--- config.mk ---
export PLATFORM = sky130hd
export DESIGN_NAME = lru_page_replacement
export DESIGN_NICKNAME = d
export VERILOG_FILES = /design/src/hdl/lpr_pkg.sv /design/src/hdl/lpr_cell.sv /design/src/hdl/lru_page_replacement.sv
export SDC_FILE = /design/constraint.sdc
export NUM_CORES = 2
export LEC_CHECK = 0
export BUFFER_PORTS_ARGS = -buffer_cell sky130_fd_sc_hd__buf_2
export CELL_PAD_IN_SITES_DETAIL_PLACEMENT = 1
export CELL_PAD_IN_SITES_GLOBAL_PLACEMENT = 2
export CORE_AREA = 2 2 377 379
export CTS_CLUSTER_SIZE = 10
export DETAILED_ROUTE_END_ITERATION = 8
export DIE_AREA = 0 0 379 381
export PLACE_DENSITY = 0.68
export SLEW_MARGIN = 25
export SYNTH_ARGS = -nofsm -noshare
export SYNTH_HDL_FRONTEND = slang
export SYNTH_HIERARCHICAL = 1
export SYNTH_SLANG_ARGS = --single-unit
--- constraint.sdc ---
create_clock -name i_clk -period 6.7 [get_ports i_clk]
set_input_delay 1.34 -clock i_clk [delete_from_list [all_inputs] [get_ports i_clk]]
set_output_delay 1.34 -clock i_clk [all_outputs]
set_load 0.01 [all_outputs]
--- src/hdl/lpr_pkg.sv ---
package lpr_pkg;

    localparam int IN_PAGE_W = 16;
    localparam int CFG_W     = 5;
    localparam int OUT_W     = 40;

    localparam logic [CFG_W-1:0] CFG_RESET = 5'd16;
    localparam logic [15:0]      FAULT_MAX = 16'hFFFF;

    typedef struct packed {
        logic vld;
        logic hit_f;
        logic emp_f;
    } t_tok_flg;

    typedef struct packed {
        logic en;
        logic clr;
        logic age_all;
        logic wr;
    } t_upd_ctl;

endpackage

--- src/hdl/lpr_cell.sv ---
module lpr_cell
    import lpr_pkg::*;
#(
    parameter int FRAMES    = 16,
    parameter int PAGE_BITS = 16,
    parameter int IDX       = 0,
    parameter int RW        = 4,
    parameter int MW        = 5
) (
    input  logic                 i_clk,
    input  logic                 i_rst_n,
    input  logic [MW-1:0]        i_m,
    input  logic [PAGE_BITS-1:0] i_page,
    input  t_tok_flg             i_tok_flg,
    input  logic [RW-1:0]        i_tok_hit_idx,
    input  logic [RW-1:0]        i_tok_hit_rank,
    input  logic [RW-1:0]        i_tok_emp_idx,
    input  logic [RW-1:0]        i_tok_old_rank,
    input  logic [RW-1:0]        i_tok_old_idx,
    input  logic [PAGE_BITS-1:0] i_tok_old_page,
    output t_tok_flg             o_tok_flg,
    output logic [RW-1:0]        o_tok_hit_idx,
    output logic [RW-1:0]        o_tok_hit_rank,
    output logic [RW-1:0]        o_tok_emp_idx,
    output logic [RW-1:0]        o_tok_old_rank,
    output logic [RW-1:0]        o_tok_old_idx,
    output logic [PAGE_BITS-1:0] o_tok_old_page,
    input  t_upd_ctl             i_upd,
    input  logic [RW-1:0]        i_upd_slot,
    input  logic [RW-1:0]        i_upd_rank
);

    localparam logic [RW-1:0] MY_IDX   = RW'(IDX);
    localparam logic [MW-1:0] MY_M     = MW'(IDX);
    localparam logic [RW-1:0] RANK_MAX = RW'(FRAMES - 1);
    localparam bit            FIRST    = (IDX == 0);

    logic [PAGE_BITS-1:0] r_page;
    logic                 r_valid;
    logic [RW-1:0]        r_rank;

    logic                 in_use;
    logic                 mine;

    t_tok_flg             n_flg;
    logic [RW-1:0]        n_hit_idx, n_hit_rank, n_emp_idx, n_old_rank, n_old_idx;
    logic [PAGE_BITS-1:0] n_old_page;

    t_tok_flg             r_flg;
    logic [RW-1:0]        r_hit_idx, r_hit_rank, r_emp_idx, r_old_rank, r_old_idx;
    logic [PAGE_BITS-1:0] r_old_page;

    assign in_use = (MY_M < i_m);
    assign mine   = (i_upd_slot == MY_IDX);

    always_comb begin
        n_flg      = i_tok_flg;
        n_hit_idx  = i_tok_hit_idx;
        n_hit_rank = i_tok_hit_rank;
        n_emp_idx  = i_tok_emp_idx;
        n_old_rank = i_tok_old_rank;
        n_old_idx  = i_tok_old_idx;
        n_old_page = i_tok_old_page;
        if (in_use && r_valid && (r_page == i_page) && !i_tok_flg.hit_f) begin
            n_flg.hit_f = 1'b1;
            n_hit_idx   = MY_IDX;
            n_hit_rank  = r_rank;
        end
        if (in_use && !r_valid && !i_tok_flg.emp_f) begin
            n_flg.emp_f = 1'b1;
            n_emp_idx   = MY_IDX;
        end
        if (in_use && (FIRST || (r_rank > i_tok_old_rank))) begin
            n_old_rank = r_rank;
            n_old_idx  = MY_IDX;
            n_old_page = r_page;
        end
    end

    always_ff @(posedge i_clk) begin
        if (!i_rst_n) begin
            r_flg <= '0;
        end else begin
            r_flg <= n_flg;
        end
    end

    always_ff @(posedge i_clk) begin
        r_hit_idx  <= n_hit_idx;
        r_hit_rank <= n_hit_rank;
        r_emp_idx  <= n_emp_idx;
        r_old_rank <= n_old_rank;
        r_old_idx  <= n_old_idx;
        r_old_page <= n_old_page;
    end

    always_ff @(posedge i_clk) begin
        if (!i_rst_n) begin
            r_valid <= 1'b0;
            r_rank  <= '0;
        end else if (i_upd.clr) begin
            r_valid <= 1'b0;
            r_rank  <= '0;
        end else if (i_upd.en) begin
            if (mine) begin
                r_rank <= '0;
                if (i_upd.wr) begin
                    r_valid <= 1'b1;
                end
            end else if (r_valid && (i_upd.age_all || (r_rank < i_upd_rank)) &&
                         (r_rank != RANK_MAX)) begin
                r_rank <= r_rank + 1'b1;
            end
        end
    end

    always_ff @(posedge i_clk) begin
        if (i_upd.en && !i_upd.clr && i_upd.wr && mine) begin
            r_page <= i_page;
        end
    end

    assign o_tok_flg      = r_flg;
    assign o_tok_hit_idx  = r_hit_idx;
    assign o_tok_hit_rank = r_hit_rank;
    assign o_tok_emp_idx  = r_emp_idx;
    assign o_tok_old_rank = r_old_rank;
    assign o_tok_old_idx  = r_old_idx;
    assign o_tok_old_page = r_old_page;

endmodule

--- src/hdl/lru_page_replacement.sv ---
// A new reference is accepted only once the previous one has been fully processed; a
// lookup token walks the row of frame cells one cell per cycle, then the update is
// applied when the output register is free to take the result.
// Reset (synchronous, active low) empties all frames, zeroes ranks and the
// fault count, and sets frames_in_use to 16. A reference with tlast set
// clears the table and the count after its result is loaded.
module lru_page_replacement
    import lpr_pkg::*;
#(
    parameter int FRAMES    = 16,
    parameter int PAGE_BITS = 16
) (
    input  logic                 i_clk,
    input  logic                 i_rst_n,
    input  logic                 i_cfg_wen,
    input  logic [CFG_W-1:0]     i_cfg_wdata,     // frames_in_use
    input  logic                 i_s_axis_tvalid,
    output logic                 o_s_axis_tready,
    input  logic [IN_PAGE_W-1:0] i_s_axis_tdata,  // [15:0] page
    input  logic                 i_s_axis_tlast,  // last_reference
    output logic                 o_m_axis_tvalid,
    input  logic                 i_m_axis_tready,
    // [0] hit, [4:1] slot, [5] evicted_valid, [21:6] evicted_page,
    // [37:22] fault_total, [39:38] zero
    output logic [OUT_W-1:0]     o_m_axis_tdata
);

    localparam int RW = (FRAMES > 1) ? $clog2(FRAMES) : 1;
    localparam int MW = $clog2(FRAMES + 1);

    typedef enum logic [1:0] {S_IDLE, S_SCAN, S_UPD} t_state;

    t_state               r_state;
    logic [CFG_W-1:0]     r_cfg;
    logic [PAGE_BITS-1:0] r_page;
    logic [MW-1:0]        r_m;
    logic                 r_last;
    logic                 r_launch;
    logic [15:0]          r_fault;
    logic                 r_ovalid;
    logic [OUT_W-1:0]     r_odata;

    logic                 r_hit;
    logic                 r_emp;
    logic [RW-1:0]        r_slot;
    logic [RW-1:0]        r_urank;
    logic [PAGE_BITS-1:0] r_evpage;

    logic [MW-1:0]        m_clamped;
    logic [31:0]          in_wide;
    logic                 accept;
    logic                 go;
    logic [15:0]          n_fault;
    logic [31:0]          slot_wide;
    logic [31:0]          ev_wide;
    logic [15:0]          ev_out;
    logic                 evict;
    t_upd_ctl             upd;

    t_tok_flg             tok_flg  [FRAMES+1];
    logic [RW-1:0]        tok_hidx [FRAMES+1];
    logic [RW-1:0]        tok_hrnk [FRAMES+1];
    logic [RW-1:0]        tok_eidx [FRAMES+1];
    logic [RW-1:0]        tok_orank[FRAMES+1];
    logic [RW-1:0]        tok_oidx [FRAMES+1];
    logic [PAGE_BITS-1:0] tok_opage[FRAMES+1];

    always_comb begin
        if (r_cfg == '0) begin
            m_clamped = MW'(1);
        end else if (32'(r_cfg) > FRAMES) begin
            m_clamped = MW'(FRAMES);
        end else begin
            m_clamped = MW'(r_cfg);
        end
    end

    assign in_wide = 32'(i_s_axis_tdata);
    assign accept  = i_s_axis_tvalid && o_s_axis_tready;
    assign go      = (r_state == S_UPD) && (!r_ovalid || i_m_axis_tready);
    assign evict   = !r_hit && !r_emp;

    assign n_fault   = r_hit ? r_fault :
                       ((r_fault == FAULT_MAX) ? r_fault : r_fault + 16'd1);
    assign slot_wide = 32'(r_slot);
    assign ev_wide   = 32'(r_evpage);
    assign ev_out    = evict ? ev_wide[15:0] : 16'd0;

    always_comb begin
        upd         = '0;
        upd.en      = go;
        upd.clr     = go && r_last;
        upd.age_all = r_emp && !r_hit;
        upd.wr      = !r_hit;
    end

    assign tok_flg[0]   = '{vld: r_launch, hit_f: 1'b0, emp_f: 1'b0};
    assign tok_hidx[0]  = '0;
    assign tok_hrnk[0]  = '0;
    assign tok_eidx[0]  = '0;
    assign tok_orank[0] = '0;
    assign tok_oidx[0]  = '0;
    assign tok_opage[0] = '0;

    for (genvar g = 0; g < FRAMES; g++) begin : g_cell
        lpr_cell #(
            .FRAMES    (FRAMES),
            .PAGE_BITS (PAGE_BITS),
            .IDX       (g),
            .RW        (RW),
            .MW        (MW)
        ) u_cell (
            .i_clk          (i_clk),
            .i_rst_n        (i_rst_n),
            .i_m            (r_m),
            .i_page         (r_page),
            .i_tok_flg      (tok_flg[g]),
            .i_tok_hit_idx  (tok_hidx[g]),
            .i_tok_hit_rank (tok_hrnk[g]),
            .i_tok_emp_idx  (tok_eidx[g]),
            .i_tok_old_rank (tok_orank[g]),
            .i_tok_old_idx  (tok_oidx[g]),
            .i_tok_old_page (tok_opage[g]),
            .o_tok_flg      (tok_flg[g+1]),
            .o_tok_hit_idx  (tok_hidx[g+1]),
            .o_tok_hit_rank (tok_hrnk[g+1]),
            .o_tok_emp_idx  (tok_eidx[g+1]),
            .o_tok_old_rank (tok_orank[g+1]),
            .o_tok_old_idx  (tok_oidx[g+1]),
            .o_tok_old_page (tok_opage[g+1]),
            .i_upd          (upd),
            .i_upd_slot     (r_slot),
            .i_upd_rank     (r_urank)
        );
    end

    always_ff @(posedge i_clk) begin
        if (!i_rst_n) begin
            r_cfg <= CFG_RESET;
        end else if (i_cfg_wen) begin
            r_cfg <= i_cfg_wdata;
        end
    end

    always_ff @(posedge i_clk) begin
        if (!i_rst_n) begin
            r_state  <= S_IDLE;
            r_launch <= 1'b0;
            r_fault  <= '0;
            r_ovalid <= 1'b0;
        end else begin
            r_launch <= accept;
            if (go) begin
                r_ovalid <= 1'b1;
            end else if (r_ovalid && i_m_axis_tready) begin
                r_ovalid <= 1'b0;
            end
            case (r_state)
                S_IDLE: begin
                    if (accept) begin
                        r_state <= S_SCAN;
                    end
                end
                S_SCAN: begin
                    if (tok_flg[FRAMES].vld) begin
                        r_state <= S_UPD;
                    end
                end
                S_UPD: begin
                    if (go) begin
                        r_odata  <= {2'b00, n_fault, ev_out, evict,
                                     slot_wide[3:0], r_hit};
                        r_fault  <= r_last ? 16'd0 : n_fault;
                        r_state  <= S_IDLE;
                    end
                end
                default: begin
                    r_state <= S_IDLE;
                end
            endcase
        end
    end

    always_ff @(posedge i_clk) begin
        if (accept) begin
            r_page <= in_wide[PAGE_BITS-1:0];
            r_last <= i_s_axis_tlast;
            r_m    <= m_clamped;
        end
        if ((r_state == S_SCAN) && tok_flg[FRAMES].vld) begin
            r_hit    <= tok_flg[FRAMES].hit_f;
            r_emp    <= tok_flg[FRAMES].emp_f;
            r_evpage <= tok_opage[FRAMES];
            if (tok_flg[FRAMES].hit_f) begin
                r_slot  <= tok_hidx[FRAMES];
                r_urank <= tok_hrnk[FRAMES];
            end else if (tok_flg[FRAMES].emp_f) begin
                r_slot  <= tok_eidx[FRAMES];
                r_urank <= tok_orank[FRAMES];
            end else begin
                r_slot  <= tok_oidx[FRAMES];
                r_urank <= tok_orank[FRAMES];
            end
        end
    end

    assign o_s_axis_tready = (r_state == S_IDLE);
    assign o_m_axis_tvalid = r_ovalid;
    assign o_m_axis_tdata  = r_odata;

    a_tok_only_in_scan: assert property (@(posedge i_clk) disable iff (!i_rst_n)
        tok_flg[FRAMES].vld |-> (r_state == S_SCAN))
        else $error("lookup token left the row outside a scan");

    a_hit_in_use: assert property (@(posedge i_clk) disable iff (!i_rst_n)
        (tok_flg[FRAMES].vld && tok_flg[FRAMES].hit_f) |->
            (32'(tok_hidx[FRAMES]) < 32'(r_m)))
        else $error("hit reported in a frame outside the in-use set");

    a_evict_is_miss: assert property (@(posedge i_clk) disable iff (!i_rst_n)
        $rose(r_ovalid) && o_m_axis_tdata[5] |-> !o_m_axis_tdata[0])
        else $error("eviction reported on a hit");

    a_last_clears: assert property (@(posedge i_clk) disable iff (!i_rst_n)
        (go && r_last) |=> (r_fault == 16'd0))
        else $error("fault count not cleared after last reference");

endmodule

* Word level (Yosys, flattened, before mapping)
Index checks and enable logic that the tools add are counted.
Word-level totals: bits in registers 1026, input port bits 27, output and inout port bits 42
Cells by class: $add $sub $neg 17, $lt $le $gt $ge 48, equal/unequal tests 53, mux-type cells 125, bitwise gates (word level) 2, reduce and logical (&&, ||, !) cells 274
Operator list (count):
- $mux W16 | 18
- $mux W4 | 65
- $eq A16 B16 Y1 | 16
- $logic_and A1 B1 Y1 | 150
- $add A4 B1 Y4 const B | 16
- $lt A4 B4 Y1 | 16
- $ne A4 B4 Y1 const B | 16
- $gt A4 B4 Y1 | 15
- $reduce_and A3 Y1 | 18
- $logic_not A1 Y1 | 50
- $lt A4 B5 Y1 const A | 8
- $mux W1 | 37
- $reduce_and A2 Y1 | 17
- $reduce_bool A2 Y1 | 17
- $eq A4 B4 Y1 const B | 8
- $lt A3 B5 Y1 const A | 4
- $logic_or A1 B1 Y1 | 17
- $add A16 B1 Y16 const B | 1
- $eq A16 B16 Y1 const B | 1
- $eq A4 B3 Y1 const B | 4
- $lt A1 B5 Y1 const A | 2
- $lt A2 B5 Y1 const A | 2
- $eq A4 B2 Y1 const B | 2
- $mux W2 | 3
- 13 further kinds | 16

* Depth between registers and ports, before layout
depth after elaboration 8, gate-level depth with buffers 8, gate-level depth less buffers 8

* Hierarchy
The synthesis kept the hierarchy.
By module, submodules not included:
- lpr_cell (g_cell[10].u_cell ...) | instances 2, cells an instance 185, area an instance 2327.2 µm², sequential area each 1361.3 µm²
- lru_page_replacement | instances 1, cells an instance 339, area an instance 4551.9 µm², sequential area each 3083.0 µm²
- lpr_cell (g_cell[8].u_cell) | instances 1, cells an instance 193, area an instance 2406.1 µm², sequential area each 1361.3 µm²
- lpr_cell (g_cell[12].u_cell) | instances 1, cells an instance 187, area an instance 2347.3 µm², sequential area each 1361.3 µm²
- lpr_cell (g_cell[14].u_cell) | instances 1, cells an instance 185, area an instance 2347.3 µm², sequential area each 1361.3 µm²
- lpr_cell (g_cell[5].u_cell) | instances 1, cells an instance 185, area an instance 2346.0 µm², sequential area each 1361.3 µm²
- lpr_cell (g_cell[3].u_cell) | instances 1, cells an instance 185, area an instance 2344.7 µm², sequential area each 1361.3 µm²
- lpr_cell (g_cell[1].u_cell) | instances 1, cells an instance 184, area an instance 2341.0 µm², sequential area each 1361.3 µm²
- lpr_cell (g_cell[9].u_cell) | instances 1, cells an instance 187, area an instance 2338.5 µm², sequential area each 1361.3 µm²
- lpr_cell (g_cell[13].u_cell) | instances 1, cells an instance 185, area an instance 2333.5 µm², sequential area each 1361.3 µm²
- lpr_cell (g_cell[7].u_cell) | instances 1, cells an instance 185, area an instance 2329.7 µm², sequential area each 1361.3 µm²
- lpr_cell (g_cell[2].u_cell) | instances 1, cells an instance 184, area an instance 2328.5 µm², sequential area each 1361.3 µm²
- lpr_cell (g_cell[4].u_cell) | instances 1, cells an instance 185, area an instance 2326.0 µm², sequential area each 1361.3 µm²
- lpr_cell (g_cell[11].u_cell) | instances 1, cells an instance 181, area an instance 2314.7 µm², sequential area each 1361.3 µm²
- 2 more rows

* Worst setup path before layout
Ideal clock, no wire load.
kind input -> register, start point input i_rst_n, end point register r_fault[15], setup time 0.085 ns, arrival time 4.631 ns, required time 6.615 ns, setup slack 1.984 ns, stages on the path 4, buffers on the path 0, cells stage by stage inv_1 -> nor3_1 -> a32oi_1 -> a21oi_1
RTL lines:
- start: declaration | line lru_page_replacement.sv:14 | input logic i_rst_n,
- end signal: assignment | line lru_page_replacement.sv:173 | r_fault <= r_last ? 16'd0 : n_fault;
- end: declaration | line lru_page_replacement.sv:39 | logic [15:0] r_fault;

* Final worst setup path
start point input i_m_axis_tready, end point register g_cell[11].u_cell.r_rank[3]
Between the ends: cells in the longest elaborated chain, start to end 4
RTL lines:
- start: declaration | line lru_page_replacement.sv:22 | input logic i_m_axis_tready,
- $logic_or A1 B1 Y1 (*) | line lru_page_replacement.sv:80 | assign go = (r_state == S_UPD) && (!r_ovalid || i_m_axis_tready);
- $logic_and A1 B1 Y1 (*) | line lru_page_replacement.sv:80
- named net go | line lru_page_replacement.sv:52 | logic go;
- $logic_and A1 B1 Y1 | line lru_page_replacement.sv:92 | upd.clr = go && r_last;
- $reduce_or A2 Y1 (no source line)
- end signal: assignment | line lpr_cell.sv:112 | r_rank <= r_rank + 1'b1;
- end: declaration | line lpr_cell.sv:40 | logic [RW-1:0] r_rank;
Mark *: on every way through the listed nets, which the timed path passes. The rest lies on a longest branch. A chain may end at the register's enable or synchronous reset.

==> flow_summary.toml <==
[outcome]
status = "finished, final reports clean"

[logic_synthesis]
synthTopCellsByArea = "dfxtp_1 35%, edfxtp_1 25%, mux2_2 8.1%, xor2_1 4.1%, ha_1 3.8%"
ys_seq_area_share_pct = 59.4
ys_seq_elements = 1071
synth_top_area_share_pct = 34.9
async_flop_share_pct = 0
yosysTopAreaCell = "dfxtp_1"
synthCells = 3288
synth-edff-count = 342
ys_types = 86
ys.flop_type = "dfxtp_1"
yosysWarnings = 6
synth_area_mm2 = 0.0419
syn_avg_cell_area_um2 = 12.7

[floorplanning]
fp.dieArea_mm2 = 0.144
die_x_um = 379
placementRows = 138
start_util_pct = 29.8
io_pins = 69
fp.coreArea_mm2 = 0.141
die_y_um = 381

[pwr]
power_frac_clock_pct = 38.6
irDropWorstVdd_v = 0.000191
internal_power_uw = 12700
p_leak_uw = 0.0183
switching_share_pct = 24.4
p_per_area_mw_per_mm2 = 345
p_switching_uw = 4110
seq_power_share_pct = 47.7
comb_power_share_pct = 13.8

[finish]
area_growth_pct = 16.8
nets = 3680
regArea_mm2 = 0.0249
drive_above_1_share_pct = 21.2
nFillCells = 15226
multi_input_area_mm2 = 0.0162

[sta]
final-max-slew-violation-count = 0
tightestPinTransition_ns = 1.01
setup_tns_ns = 0
setup-violations-final = 0
fmax_mhz = 287
final.min_clock_period_ns = 3.49
post-route-period-util_pct = 52.1
slew_headroom_pct = 32.5
rsz0062_at_grt = "no"
finalHoldViolations = 0
fin_hold_ws_ns = 0.403
clock_skew_ns = 0.0243

[clock_network]
hold_buffers = 0
postCtsSetupRepairBufs = 0
cts_buffers = 130
ctsResizeCount = 0
clockBufferDepth = 3
cts_tree = "yes"
clkLatencyLatePin_ns = 0.75
clk_pin_slew_ns = 0.05
htree_levels = 4
clkSinkCount = 1071
cts_root_buffer = "clkbuf_16"

[detailed_routing]
wl_per_cell_um = 18.4
final_antenna_net_count = 0
maxUsedRoutingLayer = "met4"
met3_length_mm = 3.03
drc = 0
drtPass1Iterations = 5
drt_iter0_markers = 931
met2WireLength_mm = 50.8
wirelength_mm = 102
vias_per_cell = 4.45
vias = 24524
met1_length_mm = 44.8

[grt]
grt_overflow = 0
grt_max_degree = 49
grt_pass1_vias = 26372
grt_usage_pct = 14.2
antenna_found_initial = 0
grt_pass1_wl_mm = 158

[worst_hold_path]
holdPathEnd = "r_evpage[0]"
hold_start = "g_cell[15].u_cell/o_tok_old_page[0]"
worstHoldPathCells = 0
worstHoldPathType = "register to register"

[critical_path]
startpoint_type = "input port"
critical_path.cell_chain = "buf_2 -> nand2b_1 -> nand2_1 -> inv_2 -> buf_4 -> nand2_1 -> a311oi_1 -> o21ai_0 -> or4_1 -> a31oi_1"
rr_endpoint = "g_cell[11].u_cell/r_rank[3]"
cp_slowest_cell = "inv_2"
reg2reg_depth = 9
crit_required_ns = 7.37
end_kind = "register"
crit_path_frequent_cell = "nand2_1"
worstReg2RegStart = "r_state[1]"
crit_fanout = 18
r2r_slack_ns = 3.33
slowest_delay_ns = 0.55
crit_type = "input port to register"
worstPathArrival_ns = 4.16

[placed_design]
gp_congestion = 0.789
io_buffers = 66
hpwl_mm = 70.4

[job]
maxCapViolations = 0
-- state kept, by name, indices dropped and copies added (netlist names), 2 cells and up --
register,cells
g_cell.u_cell/o_tok_old_page,256
g_cell.u_cell/r_page,256
g_cell.u_cell/o_tok_emp_idx,64
g_cell.u_cell/o_tok_hit_idx,64
g_cell.u_cell/o_tok_hit_rank,64
g_cell.u_cell/o_tok_old_idx,64
g_cell.u_cell/o_tok_old_rank,64
g_cell.u_cell/r_rank,64
g_cell.u_cell/o_tok_flg,48
o_m_axis_tdata,38
g_cell.u_cell/r_valid,16
r_evpage,16
r_fault,16
r_page,16
r_cfg,5
r_m,5
r_slot,4
r_urank,4
r_state,2
-- power by group through the flow --
stage | clock [µW] | sequential [µW] | combinational, µW
floorplan | 0 | 8040 | 1780
global placement | 0 | 8170 | 2320
detailed placement | 0 | 8170 | 2320
CTS | 6730 | 8050 | 2360
global route | 6980 | 8130 | 2560
finish | 6500 | 8040 | 2320
-- final cells by class --
cell class	count	area share, %
Clock buffer	205	7.50
Sequential cell	1071	50.8
Multi-Input combinational cell	2010	33.1
Inverter	176	1.35
Tap cell	1890	4.83
Clock inverter	20	0.578
Antenna cell	3	0.0153
Timing Repair Buffer	137	1.80
-- kinds of logic (layout without fill, tap and decap cells) --
| family | after synthesis | count (layout) | share of synthesized area [%] |
|---|---|---|---|
| and+or+nand+nor | 830 | 830 | 11.7 |
| AOI/OAI and AO/OA | 343 | 343 | 5.81 |
| buffers and inverters | 247 | 538 | 2.62 |
| other | 1 | 44 | 0.00896 |
| DFF | 1071 | 1071 | 59.4 |
| xor gates and xnor gates | 266 | 266 | 5.57 |
| muxes | 403 | 403 | 11.1 |
| adders and majority gates | 127 | 127 | 3.80 |
-- cell usage after synthesis (all sizes together) (37+ instances only) --
cell / instances
a21oi: 98
and2: 90
buf: 51
dfxtp: 729
edfxtp: 342
ha: 127
inv: 176
mux2: 366
mux2i: 37
nand2: 76
nand2b: 87
nand3: 86
nand3b: 39
nor2: 129
nor2b: 62
nor3: 45
nor4: 46
o21a: 61
or2: 56
xnor2: 70
xor2: 196
-- critical path: cells and delay by family --
family / cells / cell delay (ns)
simple gates: 4 / 1.13
buf+inv: 3 / 0.95
compound gates: 3 / 0.71
-- cell usage in the layout (no fill, tap or decap), types with 71 or more instances in the layout --
cell,instances
a21oi_1,93
and2_1,85
buf_4,71
clkbuf_16,132
dfxtp_1,729
edfxtp_1,342
ha_1,127
inv_1,175
mux2_2,300
nand2_1,76
nand2b_1,87
nand3_1,85
nor2_1,124
xor2_1,196
-- stage by stage --
stage	std cells	util, %	total power (µW)	area, µm²	worst slack (ns)
2_1_floorplan	3328	-	9820	42000	1.98
3_3_place_gp	5284	32.0	10500	44900	2.43
3_5_place_dp	5284	32.0	10500	44900	2.32
4_1_cts	5509	34.8	17100	48900	3.13
5_1_grt	5509	34.8	17700	48900	3.04
6_report	5512	34.8	16900	48900	3.21
-- how the worst max path moves through the flow --
stage                               start                           end  cells after the start
after global routing      i_m_axis_tready   g_cell[11].u_cell/r_rank[3]                     10
final                     i_m_axis_tready   g_cell[11].u_cell/r_rank[3]                     10
after floorplan                   i_rst_n                   r_fault[15]                      4
after CTS                 i_m_axis_tready   g_cell[13].u_cell/r_page[8]                      7
after detailed placement  i_m_axis_tready   g_cell[13].u_cell/r_page[8]                      7
after global placement    i_m_axis_tready  g_cell[11].u_cell/r_page[14]                      7
-- routing by layer --
layer / vias to the layer above / GRT usage, %
met1: 11959 / 17.3
li1: 12077 / -
met2: 303 / 24.7
met5: - / 0
met4: 0 / 5.31
met3: 185 / 2.49
Note: power is estimated with default switching activity, not from simulation.
